===== src/sv/drpf_pkg.sv =====
`timescale 1ns / 1ps

package drpf_pkg;

    // Default frame geometry.
    localparam int FRAME_COLUMNS_DEF = 160;
    localparam int FRAME_ROWS_DEF    = 128;

    // Palette geometry is fixed.
    localparam int PALETTE_SIZE = 16;
    localparam int PAL_IDX_W    = $clog2(PALETTE_SIZE);
    localparam int COLOR_W      = 16;

    // The position may run one whole write run past the frame end.
    localparam int RUN_SPAN = 128;

    // Input item commands.
    localparam logic IN_STREAM  = 1'b0;
    localparam logic IN_PALETTE = 1'b1;

    // Stream opcodes.
    localparam logic [7:0] OP_END_MARK = 8'h00;
    localparam int         OP_RUN_BIT  = 7;

    // Display commands and filler bytes.
    localparam logic [7:0] DISP_CASET = 8'h2A;
    localparam logic [7:0] DISP_PASET = 8'h2B;
    localparam logic [7:0] DISP_RAMWR = 8'h2C;
    localparam logic [7:0] DISP_ZERO  = 8'h00;

    // Kind of output sequence that one input item produces.
    typedef enum logic [1:0] {
        KIND_MARK,
        KIND_HEADER,
        KIND_PIXELS
    } t_kind;

    // One pending sequence of output words, handed from decoder to emitter.
    typedef struct packed {
        t_kind              kind;
        logic               two_pix;
        logic               count_zero;
        logic               run_end;
        logic               frame_end;
        logic [COLOR_W-1:0] color0;
        logic [COLOR_W-1:0] color1;
    } t_job;

    // One result word.
    typedef struct packed {
        logic       word_valid;
        logic       is_data;
        logic [7:0] word_byte;
        logic       select_release;
        logic       frame_done;
        logic       last;
    } t_word;

endpackage


===== src/sv/drpf_div.sv =====
`timescale 1ns / 1ps

// Splits the pixel position into column and row with a reciprocal multiply.
module drpf_div import drpf_pkg::*; #(
    parameter int FRAME_COLUMNS = FRAME_COLUMNS_DEF,
    parameter int FRAME_ROWS    = FRAME_ROWS_DEF
) (
    input  logic                                                   i_clk,
    input  logic [$clog2(FRAME_COLUMNS*FRAME_ROWS+RUN_SPAN)-1:0]   i_pos,
    output logic [7:0]                                             o_x,
    output logic [7:0]                                             o_y
);

    localparam int POS_W = $clog2(FRAME_COLUMNS*FRAME_ROWS + RUN_SPAN);
    localparam int COL_L = $clog2(FRAME_COLUMNS);
    localparam int SHIFT = POS_W + COL_L;
    localparam int PROD_W = 2*POS_W + 1;
    localparam int Q_W   = PROD_W - SHIFT;
    localparam longint unsigned MULT_L =
        ((64'd1 << SHIFT) + FRAME_COLUMNS - 1) / FRAME_COLUMNS;
    localparam logic [POS_W:0] MULT = MULT_L[POS_W:0];

    logic [PROD_W-1:0] w_prod;
    logic [Q_W-1:0]    r_q;
    logic [POS_W-1:0]  w_qc;

    // The rounded-up reciprocal gives the exact quotient for any position
    // that fits in POS_W bits.
    assign w_prod = {{(POS_W+1){1'b0}}, i_pos} * {{POS_W{1'b0}}, MULT};

    always_ff @(posedge i_clk) begin
        r_q <= w_prod[PROD_W-1:SHIFT];
    end

    assign w_qc = POS_W'(r_q * FRAME_COLUMNS);
    assign o_x  = 8'(i_pos - w_qc);
    assign o_y  = 8'(r_q);

endmodule


===== src/sv/drpf_decode.sv =====
`timescale 1ns / 1ps

// Stream state, palette memory and the pending job register.
module drpf_decode import drpf_pkg::*; #(
    parameter int FRAME_COLUMNS = FRAME_COLUMNS_DEF,
    parameter int FRAME_ROWS    = FRAME_ROWS_DEF
) (
    input  logic                                                 i_clk,
    input  logic                                                 i_rst_n,
    input  logic                                                 i_valid,
    output logic                                                 o_ready,
    input  logic                                                 i_command,
    input  logic [7:0]                                           i_stream_byte,
    input  logic [PAL_IDX_W-1:0]                                 i_palette_index,
    input  logic [COLOR_W-1:0]                                   i_palette_color,
    input  logic                                                 i_job_done,
    output logic                                                 o_job_valid,
    output t_job                                                 o_job,
    output logic [$clog2(FRAME_COLUMNS*FRAME_ROWS+RUN_SPAN)-1:0] o_pos
);

    localparam int FRAME_SIZE = FRAME_COLUMNS * FRAME_ROWS;
    localparam int POS_W = $clog2(FRAME_SIZE + RUN_SPAN);
    localparam logic [POS_W-1:0] FS_P = POS_W'(FRAME_SIZE);

    logic [COLOR_W-1:0] r_pal [PALETTE_SIZE];
    logic [POS_W-1:0]   r_pos, n_pos;
    logic [6:0]         r_left, n_left;
    logic               r_in_run, n_in_run;
    logic               r_job_valid;
    t_job               r_job, n_job;
    logic               n_job_load;

    logic               w_accept;
    logic               w_two;
    logic [1:0]         w_step;
    logic [6:0]         w_left_after;
    logic [POS_W-1:0]   w_pix_pos;
    logic [POS_W-1:0]   w_skip_pos;

    // A new item enters once the pending job has issued its final word.
    assign o_ready  = !r_job_valid || i_job_done;
    assign w_accept = i_valid && o_ready;

    assign w_two        = r_left > 7'd1;
    assign w_step       = w_two ? 2'd2 : 2'd1;
    assign w_left_after = r_left - 7'(w_step);
    assign w_pix_pos    = r_pos + POS_W'(w_step);
    assign w_skip_pos   = r_pos + POS_W'(i_stream_byte);

    always_comb begin
        n_job      = '0;
        n_job_load = 1'b0;
        n_pos      = r_pos;
        n_left     = r_left;
        n_in_run   = r_in_run;
        if (i_command == IN_STREAM) begin
            if (r_in_run) begin
                n_job.kind    = KIND_PIXELS;
                n_job.two_pix = w_two;
                n_job_load    = 1'b1;
                n_left        = w_left_after;
                n_pos         = w_pix_pos;
                if (w_left_after == 7'd0) begin
                    n_in_run      = 1'b0;
                    n_job.run_end = 1'b1;
                    if (w_pix_pos >= FS_P) begin
                        n_job.frame_end = 1'b1;
                        n_pos           = '0;
                    end
                end
            end else if (i_stream_byte == OP_END_MARK) begin
                n_job.kind = KIND_MARK;
                n_job_load = 1'b1;
                n_pos      = '0;
            end else if (!i_stream_byte[OP_RUN_BIT]) begin
                if (w_skip_pos >= FS_P) begin
                    n_job.kind = KIND_MARK;
                    n_job_load = 1'b1;
                    n_pos      = '0;
                end else begin
                    n_pos = w_skip_pos;
                end
            end else begin
                n_job.kind       = KIND_HEADER;
                n_job.count_zero = (i_stream_byte[6:0] == 7'd0);
                n_job_load       = 1'b1;
                n_left           = i_stream_byte[6:0];
                n_in_run         = (i_stream_byte[6:0] != 7'd0);
            end
        end
    end

    always_ff @(posedge i_clk) begin
        if (!i_rst_n) begin
            r_pos       <= '0;
            r_left      <= '0;
            r_in_run    <= 1'b0;
            r_job_valid <= 1'b0;
        end else if (w_accept) begin
            r_pos       <= n_pos;
            r_left      <= n_left;
            r_in_run    <= n_in_run;
            r_job_valid <= n_job_load;
        end else if (i_job_done) begin
            r_job_valid <= 1'b0;
        end
    end

    // Palette memory with registered reads into the job register.
    always_ff @(posedge i_clk) begin
        if (w_accept) begin
            if (i_command == IN_PALETTE) begin
                r_pal[i_palette_index] <= i_palette_color;
            end else begin
                r_job <= {n_job.kind, n_job.two_pix, n_job.count_zero, n_job.run_end,
                          n_job.frame_end, r_pal[i_stream_byte[7:4]],
                          r_pal[i_stream_byte[3:0]]};
            end
        end
    end

    assign o_job_valid = r_job_valid;
    assign o_job       = r_job;
    assign o_pos       = r_pos;

`ifndef NO_ASSERTIONS
    a_run_has_pixels: assert property (@(posedge i_clk) disable iff (!i_rst_n)
        r_in_run |-> (r_left != 7'd0))
        else $error("write run open with no pixels left");

    a_pos_in_frame: assert property (@(posedge i_clk) disable iff (!i_rst_n)
        !r_in_run |-> (r_pos < FS_P))
        else $error("position past frame end outside a write run");
`endif

endmodule


===== src/sv/drpf_emit.sv =====
`timescale 1ns / 1ps

// Walks the pending job into the output register one word per cycle, while that register is empty or i_ready is high.
module drpf_emit import drpf_pkg::*; #(
    parameter int FRAME_COLUMNS = FRAME_COLUMNS_DEF,
    parameter int FRAME_ROWS    = FRAME_ROWS_DEF
) (
    input  logic       i_clk,
    input  logic       i_rst_n,
    input  logic       i_job_valid,
    input  t_job       i_job,
    input  logic [7:0] i_x,
    input  logic [7:0] i_y,
    output logic       o_job_done,
    output logic       o_valid,
    input  logic       i_ready,
    output t_word      o_word
);

    localparam logic [3:0] HDR_CASET = 4'd0;
    localparam logic [3:0] HDR_XS_HI = 4'd1;
    localparam logic [3:0] HDR_XS    = 4'd2;
    localparam logic [3:0] HDR_XE_HI = 4'd3;
    localparam logic [3:0] HDR_XE    = 4'd4;
    localparam logic [3:0] HDR_PASET = 4'd5;
    localparam logic [3:0] HDR_YS_HI = 4'd6;
    localparam logic [3:0] HDR_YS    = 4'd7;
    localparam logic [3:0] HDR_YE_HI = 4'd8;
    localparam logic [3:0] HDR_YE    = 4'd9;
    localparam logic [3:0] HDR_RAMWR = 4'd10;
    localparam logic [3:0] PIX_LAST_ONE = 4'd1;
    localparam logic [3:0] PIX_LAST_TWO = 4'd3;

    logic [3:0]         r_idx;
    logic               r_out_valid;
    t_word              r_out;
    t_word              w_word;
    logic               w_load;
    logic [COLOR_W-1:0] w_color;
    logic               w_pix_last;

    assign w_color    = r_idx[1] ? i_job.color1 : i_job.color0;
    assign w_pix_last = i_job.two_pix ? (r_idx == PIX_LAST_TWO) : (r_idx == PIX_LAST_ONE);

    always_comb begin
        w_word = '0;
        case (i_job.kind)
            KIND_MARK: begin
                w_word.frame_done = 1'b1;
                w_word.last       = 1'b1;
            end
            KIND_HEADER: begin
                w_word.word_valid = 1'b1;
                w_word.is_data    = 1'b1;
                case (r_idx)
                    HDR_CASET: begin
                        w_word.is_data   = 1'b0;
                        w_word.word_byte = DISP_CASET;
                    end
                    HDR_XS_HI: w_word.word_byte = DISP_ZERO;
                    HDR_XS:    w_word.word_byte = i_x;
                    HDR_XE_HI: w_word.word_byte = DISP_ZERO;
                    HDR_XE:    w_word.word_byte = 8'(FRAME_COLUMNS - 1);
                    HDR_PASET: begin
                        w_word.is_data   = 1'b0;
                        w_word.word_byte = DISP_PASET;
                    end
                    HDR_YS_HI: w_word.word_byte = DISP_ZERO;
                    HDR_YS:    w_word.word_byte = i_y;
                    HDR_YE_HI: w_word.word_byte = DISP_ZERO;
                    HDR_YE:    w_word.word_byte = 8'(FRAME_ROWS - 1);
                    HDR_RAMWR: begin
                        w_word.is_data        = 1'b0;
                        w_word.word_byte      = DISP_RAMWR;
                        w_word.select_release = i_job.count_zero;
                        w_word.last           = 1'b1;
                    end
                    default: begin
                        w_word.word_byte = DISP_ZERO;
                        w_word.last      = 1'b1;
                    end
                endcase
            end
            KIND_PIXELS: begin
                w_word.word_valid     = 1'b1;
                w_word.is_data        = 1'b1;
                w_word.word_byte      = r_idx[0] ? w_color[7:0] : w_color[15:8];
                w_word.select_release = w_pix_last && i_job.run_end;
                w_word.frame_done     = w_pix_last && i_job.frame_end;
                w_word.last           = w_pix_last;
            end
            default: begin
                w_word.last = 1'b1;
            end
        endcase
    end

    assign w_load     = i_job_valid && (!r_out_valid || i_ready);
    assign o_job_done = w_load && w_word.last;

    always_ff @(posedge i_clk) begin
        if (!i_rst_n) begin
            r_out_valid <= 1'b0;
            r_idx       <= '0;
        end else if (w_load) begin
            r_out_valid <= 1'b1;
            r_idx       <= w_word.last ? 4'd0 : r_idx + 4'd1;
        end else if (i_ready) begin
            r_out_valid <= 1'b0;
        end
    end

    always_ff @(posedge i_clk) begin
        if (w_load) begin
            r_out <= w_word;
        end
    end

    assign o_valid = r_out_valid;
    assign o_word  = r_out;

`ifndef NO_ASSERTIONS
    a_idx_needs_job: assert property (@(posedge i_clk) disable iff (!i_rst_n)
        (r_idx != 4'd0) |-> i_job_valid)
        else $error("word index advanced without a pending job");

    a_mark_ends_frame: assert property (@(posedge i_clk) disable iff (!i_rst_n)
        (r_out_valid && !r_out.word_valid) |-> (r_out.frame_done && r_out.last))
        else $error("result without a display word does not end the frame");

    a_release_is_last: assert property (@(posedge i_clk) disable iff (!i_rst_n)
        (r_out_valid && r_out.select_release) |-> (r_out.word_valid && r_out.last))
        else $error("select release on a word that is not the final one");
`endif

endmodule


===== src/sv/delta_rle_palette_frame_decoder.sv =====
`timescale 1ns / 1ps

// Delta run-length palette frame decoder.
// Input channel (i_valid / o_ready): each item is either a stream byte
// (i_command = 0) or a palette load (i_command = 1) of one 16-bit color.
// Output channel (o_valid / i_ready): each item is one result, normally a
// 9-bit display word (o_is_data plus o_word_byte), with o_last marking the
// final result of the input item that caused it.
// An accepted item is first held in the job register; the emitter then
// moves its first result into the output register. Results leave at one
// per cycle while i_ready is high, so a packed pixel byte gives 4 display
// words (2 on the final odd pixel), a run opcode 11 for the window header,
// and an end marker 1 result. The rate is set by the single word-wide
// output register, which the emitter fills once per cycle from a
// one-entry job register, when it is empty or the receiver takes its word.
// Palette loads and silent skips wait for the pending job's final word.
// Column and row for the window header come from a reciprocal multiply
// that finishes well before those header words are due.
// Reset clears the pixel position and the run state; palette entries hold
// no defined value until loaded. When the receiver holds i_ready low, the
// output register holds its word and the input stalls once the job
// register is full; nothing is dropped.
module delta_rle_palette_frame_decoder import drpf_pkg::*; #(
    parameter int FRAME_COLUMNS = FRAME_COLUMNS_DEF,
    parameter int FRAME_ROWS    = FRAME_ROWS_DEF
) (
    input  logic                 i_clk,
    input  logic                 i_rst_n,
    input  logic                 i_valid,
    output logic                 o_ready,
    input  logic                 i_command,
    input  logic [7:0]           i_stream_byte,
    input  logic [PAL_IDX_W-1:0] i_palette_index,
    input  logic [COLOR_W-1:0]   i_palette_color,
    output logic                 o_valid,
    input  logic                 i_ready,
    output logic                 o_word_valid,
    output logic                 o_is_data,
    output logic [7:0]           o_word_byte,
    output logic                 o_select_release,
    output logic                 o_frame_done,
    output logic                 o_last
);

    localparam int POS_W = $clog2(FRAME_COLUMNS*FRAME_ROWS + RUN_SPAN);

    logic             w_job_valid;
    logic             w_job_done;
    t_job             w_job;
    logic [POS_W-1:0] w_pos;
    logic [7:0]       w_x;
    logic [7:0]       w_y;
    t_word            w_word;

    // Stream state, palette and the pending job.
    drpf_decode #(
        .FRAME_COLUMNS (FRAME_COLUMNS),
        .FRAME_ROWS    (FRAME_ROWS)
    ) u_decode (
        .i_clk           (i_clk),
        .i_rst_n         (i_rst_n),
        .i_valid         (i_valid),
        .o_ready         (o_ready),
        .i_command       (i_command),
        .i_stream_byte   (i_stream_byte),
        .i_palette_index (i_palette_index),
        .i_palette_color (i_palette_color),
        .i_job_done      (w_job_done),
        .o_job_valid     (w_job_valid),
        .o_job           (w_job),
        .o_pos           (w_pos)
    );

    // The position is stable while a header job is pending, so the split
    // into column and row is ready by the time those words go out.
    drpf_div #(
        .FRAME_COLUMNS (FRAME_COLUMNS),
        .FRAME_ROWS    (FRAME_ROWS)
    ) u_div (
        .i_clk (i_clk),
        .i_pos (w_pos),
        .o_x   (w_x),
        .o_y   (w_y)
    );

    drpf_emit #(
        .FRAME_COLUMNS (FRAME_COLUMNS),
        .FRAME_ROWS    (FRAME_ROWS)
    ) u_emit (
        .i_clk       (i_clk),
        .i_rst_n     (i_rst_n),
        .i_job_valid (w_job_valid),
        .i_job       (w_job),
        .i_x         (w_x),
        .i_y         (w_y),
        .o_job_done  (w_job_done),
        .o_valid     (o_valid),
        .i_ready     (i_ready),
        .o_word      (w_word)
    );

    assign o_word_valid     = w_word.word_valid;
    assign o_is_data        = w_word.is_data;
    assign o_word_byte      = w_word.word_byte;
    assign o_select_release = w_word.select_release;
    assign o_frame_done     = w_word.frame_done;
    assign o_last           = w_word.last;

endmodule

===== config.mk =====
export PLATFORM = sky130hd
export DESIGN_NAME = delta_rle_palette_frame_decoder
export DESIGN_NICKNAME = d
export VERILOG_FILES = /design/src/sv/drpf_pkg.sv /design/src/sv/drpf_div.sv /design/src/sv/drpf_decode.sv /design/src/sv/drpf_emit.sv /design/src/sv/delta_rle_palette_frame_decoder.sv
export SDC_FILE = /design/constraint.sdc
export NUM_CORES = 1
export LEC_CHECK = 0
export ABC_AREA = 1
export BUFFER_PORTS_ARGS = -buffer_cell sky130_fd_sc_hd__buf_2
export CORE_MARGIN = 8
export CORE_UTILIZATION = 40
export CTS_BUF_LIST = sky130_fd_sc_hd__clkbuf_16
export DETAILED_ROUTE_END_ITERATION = 7
export PLACE_DENSITY = 0.58
export SLEW_MARGIN = 15
export SYNTH_ARGS = -nofsm -noshare
export SYNTH_HDL_FRONTEND = slang
export SYNTH_SLANG_ARGS = --single-unit

===== constraint.sdc =====
create_clock -name i_clk -period 6.7 [get_ports i_clk]
set_clock_uncertainty 0.15 [all_clocks]
set_input_delay 1.005 -clock i_clk [delete_from_list [all_inputs] [get_ports i_clk]]
set_output_delay 1.005 -clock i_clk [all_outputs]
set_load 0.02 [all_outputs]

# Word-level counts from Yosys, hierarchy flattened
# Memory sizes are Yosys's and may differ from the RTL's. A register that Yosys moved wholly into a read port is not among the register bits.
# Index checks and enable logic that the tools add are counted.
# W data, S select, Z words.
[word_totals]
mem_count = 1
ff_bits = 56
ramBits = 256
word_cells = 113
output_inout_bits = 15
input_bits = 33
[mem_list]
columns = ["memory", "words", "word_bits", "read_ports", "rd_clocked_by_memory_dff", "write_ports", "line_no", "rtl"]
rows = [
  ["u_decode.r_pal", 16, 16, 2, 2, 1, "drpf_decode.sv:26", "logic [COLOR_W-1:0] r_pal [PALETTE_SIZE];"],
]
[classes]
reduce_logical = 26
order_cmp = 3
bitwise = 2
n_addsub = 5
muxes = 41
mul = 2
eq_ne = 14
[op_table]
columns = ["op", "count"]
rows = [
  ["$mux W15", 6],
  ["$pmux W8 S7", 1],
  ["$mul A15 B16 Y31 const B", 1],
  ["$ge A15 B15 Y1 const B", 2],
  ["$mux W1", 22],
  ["$pmux W11 S2", 1],
  ["$mux W7", 3],
  ["$eq A4 B3 Y1 const B", 4],
  ["$mux W16", 1],
  ["$add A15 B2 Y15", 1],
  ["$add A15 B8 Y15", 1],
  ["$logic_not A7 Y1", 2],
  ["$eq A4 B4 Y1 const B", 3],
  ["$reduce_or A10 Y1", 1],
  ["$eq A4 B2 Y1 const B", 2],
  ["$logic_not A8 Y1", 1],
  ["$mul A8 B3 Y3 const B", 1],
  ["$mux W8", 1],
  ["$sub A8 B8 Y8", 1],
  ["$gt A7 B1 Y1 const B", 1],
  ["$reduce_bool A7 Y1", 1],
  ["$sub A7 B2 Y7", 1],
  ["$mux W2", 3],
  ["$reduce_bool A2 Y1", 3],
  ["other kinds (19)", 29],
]

# Logic depth before layout (Yosys ltp)
[logic_depth]
word_depth = 9
ltp_mapped = 23
mapped_depth_nobuf = 23

# Cells and area by module
# A second synthesis with hierarchy kept.
[hier_totals]
cells_unflattened = 2402
area_unflattened_um2 = 21712.1
[modules_own_cells]
columns = ["module", "n_inst", "seq_area_each_um2", "area_per_inst_um2", "cells_each"]
rows = [
  ["drpf_decode", 1, 9308.9, 15956.6, 1649],
  ["drpf_div", 1, 160.2, 4383.0, 558],
  ["drpf_emit", 1, 490.5, 1372.6, 195],
]

# Least setup slack after synthesis
# Ideal clock, no wire load.
[synth_path]
kind = "register to register"
startpoint = "register u_decode.r_pos[13], in the netlist u_decode.o_pos[13]"
endpoint = "register u_div.r_q[0], in the netlist u_div.o_y[0]"
synth_period_minus_slack_ns = 4.862
path_stages_with_launch = 23
arrival_ns = 4.585
n_path_buf = 0
setup_ns = 0.127
setup_slack_ns = 1.838
path_cell_list = "dfxtp_1 -> inv_1 -> ha_1 -> inv_1 -> ha_1 -> a21oi_1 -> inv_1 -> fa_1 -> inv_1 -> fa_1 -> inv_1 -> fa_1 -> inv_1 -> fa_1 -> inv_1 -> ha_1 -> nand2_1 -> inv_1 -> a21oi_1 -> nor2_1 -> nor3_1 -> o21ai_0 -> xor2_1"
[synth_between]
elab_chain_cells = 1
[synth_lines]
columns = ["element", "line_no", "rtl"]
rows = [
  ["from (decl)", "drpf_decode.sv:27", "logic [POS_W-1:0] r_pos, n_pos;"],
  ["from (signal assigned)", "drpf_decode.sv:101", "r_pos <= n_pos;"],
  ["$mul A15 B16 Y31", "drpf_div.sv:29", "assign w_prod = {{(POS_W+1){1'b0}}, i_pos} * {{POS_W{1'b0}}, MULT};"],
  ["via u_div.w_prod[23]", "drpf_div.sv:23", "logic [PROD_W-1:0] w_prod;"],
  ["to (signal assigned)", "drpf_div.sv:32", "r_q <= w_prod[PROD_W-1:SHIFT];"],
  ["to (decl)", "drpf_div.sv:24", "logic [Q_W-1:0] r_q;"],
]
# The timed path passes the listed nets, and every way through them passes these cells.
# A chain may end at the register's enable or synchronous reset.

# Worst setup path in the final report
# Ends and elaborated chain as after synthesis.

==> flow_summary.toml <==
[global_routing]
gr-total-overflow = 0
grt_pass1_wl_mm = 101
antenna_found_initial = 3
gr-usage-all-layers_pct = 21.5
grt_pass1_vias = 17000
grt_max_degree = 124

[die]
die_x_um = 248
die-area_um2 = 61400
ioPinCount = 48
die_h_um = 248
placementRows = 85
core_um2 = 53500
initial_core_util_pct = 40.2

[timing]
drv_slew = 0
worstMarginPinSlew_ps = 1160
tns_ps = 0
slew_headroom_pct = 22.4
rsz0062_at_grt = "no"
final.period_utilization_pct = 79.2
max_freq_mhz = 188
period_minus_slack_ps = 5310
timing.final.hold_violations = 0
finalSetupViolations = 0

[clock_tree]
clkLatencyLatePin_ps = 560
cts_max_level = 2
cts_sinks = 344
cts_root_buf = "clkbuf_16"
clk_pin_slew_ps = 70
cts_tree = "yes"
cts_resized = 0
clock_path_buffers = 3
numCtsBuffers = 41
cts_setup_buffers = 0
cts_hold_buf = 0

[place]
dp_hpwl_mm = 42.8
post_dp_cell_area_um2 = 22400
place.gp.congestion = 0.942
io_buffers = 47

[critical_path]
path_common_cell = "inv_1"
critPathSlowestCell = "fa_1"
start_kind = "flip-flop"
cp_max_fo = 7
path_class = "reg2reg"
end_kind = "flip-flop"
slowest_delay_ps = 550
worstPathRequired_ps = 6990
path_cells = "inv_1 > ha_1 > inv_1 > ha_1 > a21oi_1 > inv_1 > fa_1 > inv_1 > fa_1 > inv_1 > fa_1 > inv_1 > fa_1 > inv_1 > ha_1 > nand2_1 > inv_1 > a21oi_1 > nor2_1 > nor3_1 > o21ai_0 > xor2_1"
worstPathArrival_ps = 5590

[pwr]
peakVddDrop_mv = 0.179
p_leak_nw = 10.2
powerDensity_nw_per_um2 = 244

[synthesis]
synthCells = 2422
ys_seq_area_share_pct = 46.3
yosys.area.top_type_share_pct = 42.9
synth_area_leaders = "edfxtp_1 43%, nand2_1 9.2%, ha_1 7.9%"
async_flop_share_pct = 0
syn_avg_cell_area_um2 = 8.88
synth_edf_count = 307
syn-num-nets = 2649
yosys_warnings = 0
yosys.area.top_type = "edfxtp_1"
synth_cell_types = 45
synth_ff_type = "edfxtp_1"
synth_area_um2 = 21500
synth_seq_cells = 344

[route]
drt_iter0_markers = 1498
drc_errors = 0
vias = 17600
drt-pass1-iter-count = 5
vias_per_cell = 5.58
wl_per_cell_um = 21.2
final_antenna_net_count = 0
wl_mm = 66.7

[cells_and_area]
final_nets = 2653
seq_area_um2 = 9960
finish.instance_area_um2 = 23700
fillers = 5158
syn_to_final_growth_pct = 10.3
layout-drive-gt1-share_pct = 6.89
multi_input_area_um2 = 10000

[flow_run]
drv_cap = 0

[worst_hold_path]
min_path_type = "reg2reg"

[run_status]
status = "finished, final reports clean"
## Yosys cell counts (12+ instances only)
cell type / count
edfxtp_1: 307
o211ai_1: 43
nand4_1: 21
dfxtp_1: 37
nand3_1: 160
buf_2: 12
buf_1: 13
xor2_1: 24
a21oi_1: 150
nor2_1: 201
fa_1: 58
o21ai_0: 191
o2111ai_1: 54
nand2_1: 527
clkbuf_1: 79
ha_1: 136
inv_1: 299
## critical path: cells and delay by family, from the launching register on
kind                       cells  cell delay [ps]
AOI/OAI and AO/OA              3              590
xor gates and xnor gates       1              150
adders and majority gates      7             2910
buffers and inverters          8              580
DFF                            1              450
and+or+nand+nor                3              330
## cell type report
| cell class | instances | share of cell area, % |
|---|---|---|
| Timing Repair Buffer | 69 | 1.74 |
| Inverter | 311 | 4.92 |
| Clock inverter | 27 | 0.844 |
| Antenna cell | 1 | 0.0106 |
| Tap cell | 696 | 3.67 |
| Clock buffer | 43 | 4.54 |
| Multi-Input combinational cell | 1659 | 42.3 |
| Sequential cell | 344 | 42.0 |
## cells in the final DEF (no fill, tap or decap), types with 9 or more instances in the layout
cell type / n
inv_2: 9
o22ai_1: 9
fa_1: 58
nand2_1: 527
o2111ai_1: 54
clkinv_1: 9
nand4_1: 21
buf_2: 45
dfxtp_1: 37
o21ai_0: 191
nor3_1: 11
xor2_1: 24
ha_1: 136
a21oi_1: 150
nor2_2: 14
edfxtp_1: 307
buf_4: 22
nand3_1: 160
xnor2_1: 9
o21ai_1: 11
o211ai_1: 43
nor2_4: 10
clkbuf_16: 43
nor2_1: 181
inv_1: 309
## power breakdown
part | switching, mW | internal, mW
Combinational | 0.794 | 0.388
Sequential | 0.0415 | 2.39
Clock | 0.892 | 1.27
Total | 1.73 | 4.05
## sequential cells by signal, summed over array words and instances (netlist names)
signal                cells
u_decode.r_pal          256
u_decode.o_job           38
u_decode.o_pos           15
u_emit.o_word            13
u_div.o_y                 8
u_decode.r_left           7
u_emit.r_idx              4
u_decode.o_job_valid      1
u_decode.r_in_run         1
u_emit.o_valid            1
## final timing paths
check                startpoint  slack [ps]                 end  cells after the start
max          u_decode.o_pos[13]        1390        u_div.o_y[0]                     22
min           u_decode.r_in_run         360  u_decode.o_job[37]                      0
max reg2reg  u_decode.o_pos[13]        1390        u_div.o_y[0]                     22
min reg2reg   u_decode.r_in_run         360  u_decode.o_job[37]                      0
## kinds of logic after synthesis
family                     count (synthesis)  share of synthesized area [%]
adders and majority gates                194                           13.3
xor gates and xnor gates                  33                           1.34
and+or+nand+nor                          938                           18.1
AOI/OAI and AO/OA                        494                           13.4
DFF                                      344                           46.3
buffers and inverters                    419                           7.52
## metrics by stage
stage	std cells	utilization (%)	worst slack, ps	hold slack [ps]	total power [mW]
finish	3150	44.3	1390	355	5.77
floorplan	2422	-	1840	253	3.27
global route	3150	44.3	1000	364	6.04
detailed placement	3079	41.9	1420	343	3.64
global placement	3079	41.9	1540	334	3.63
CTS	3149	44.3	1380	356	5.81
## per-layer routing
metal  vias to the layer above  wire length [um]  global-route usage [%]
li1                       8272                 -                       -
met1                      8456             30200                    30.2
met2                       709             29400                    33.3
met3                       144              4900                    3.03
met4                         0              2260                    8.38
met5                         -                 0                       0
Power figures use the tool's default switching activity.
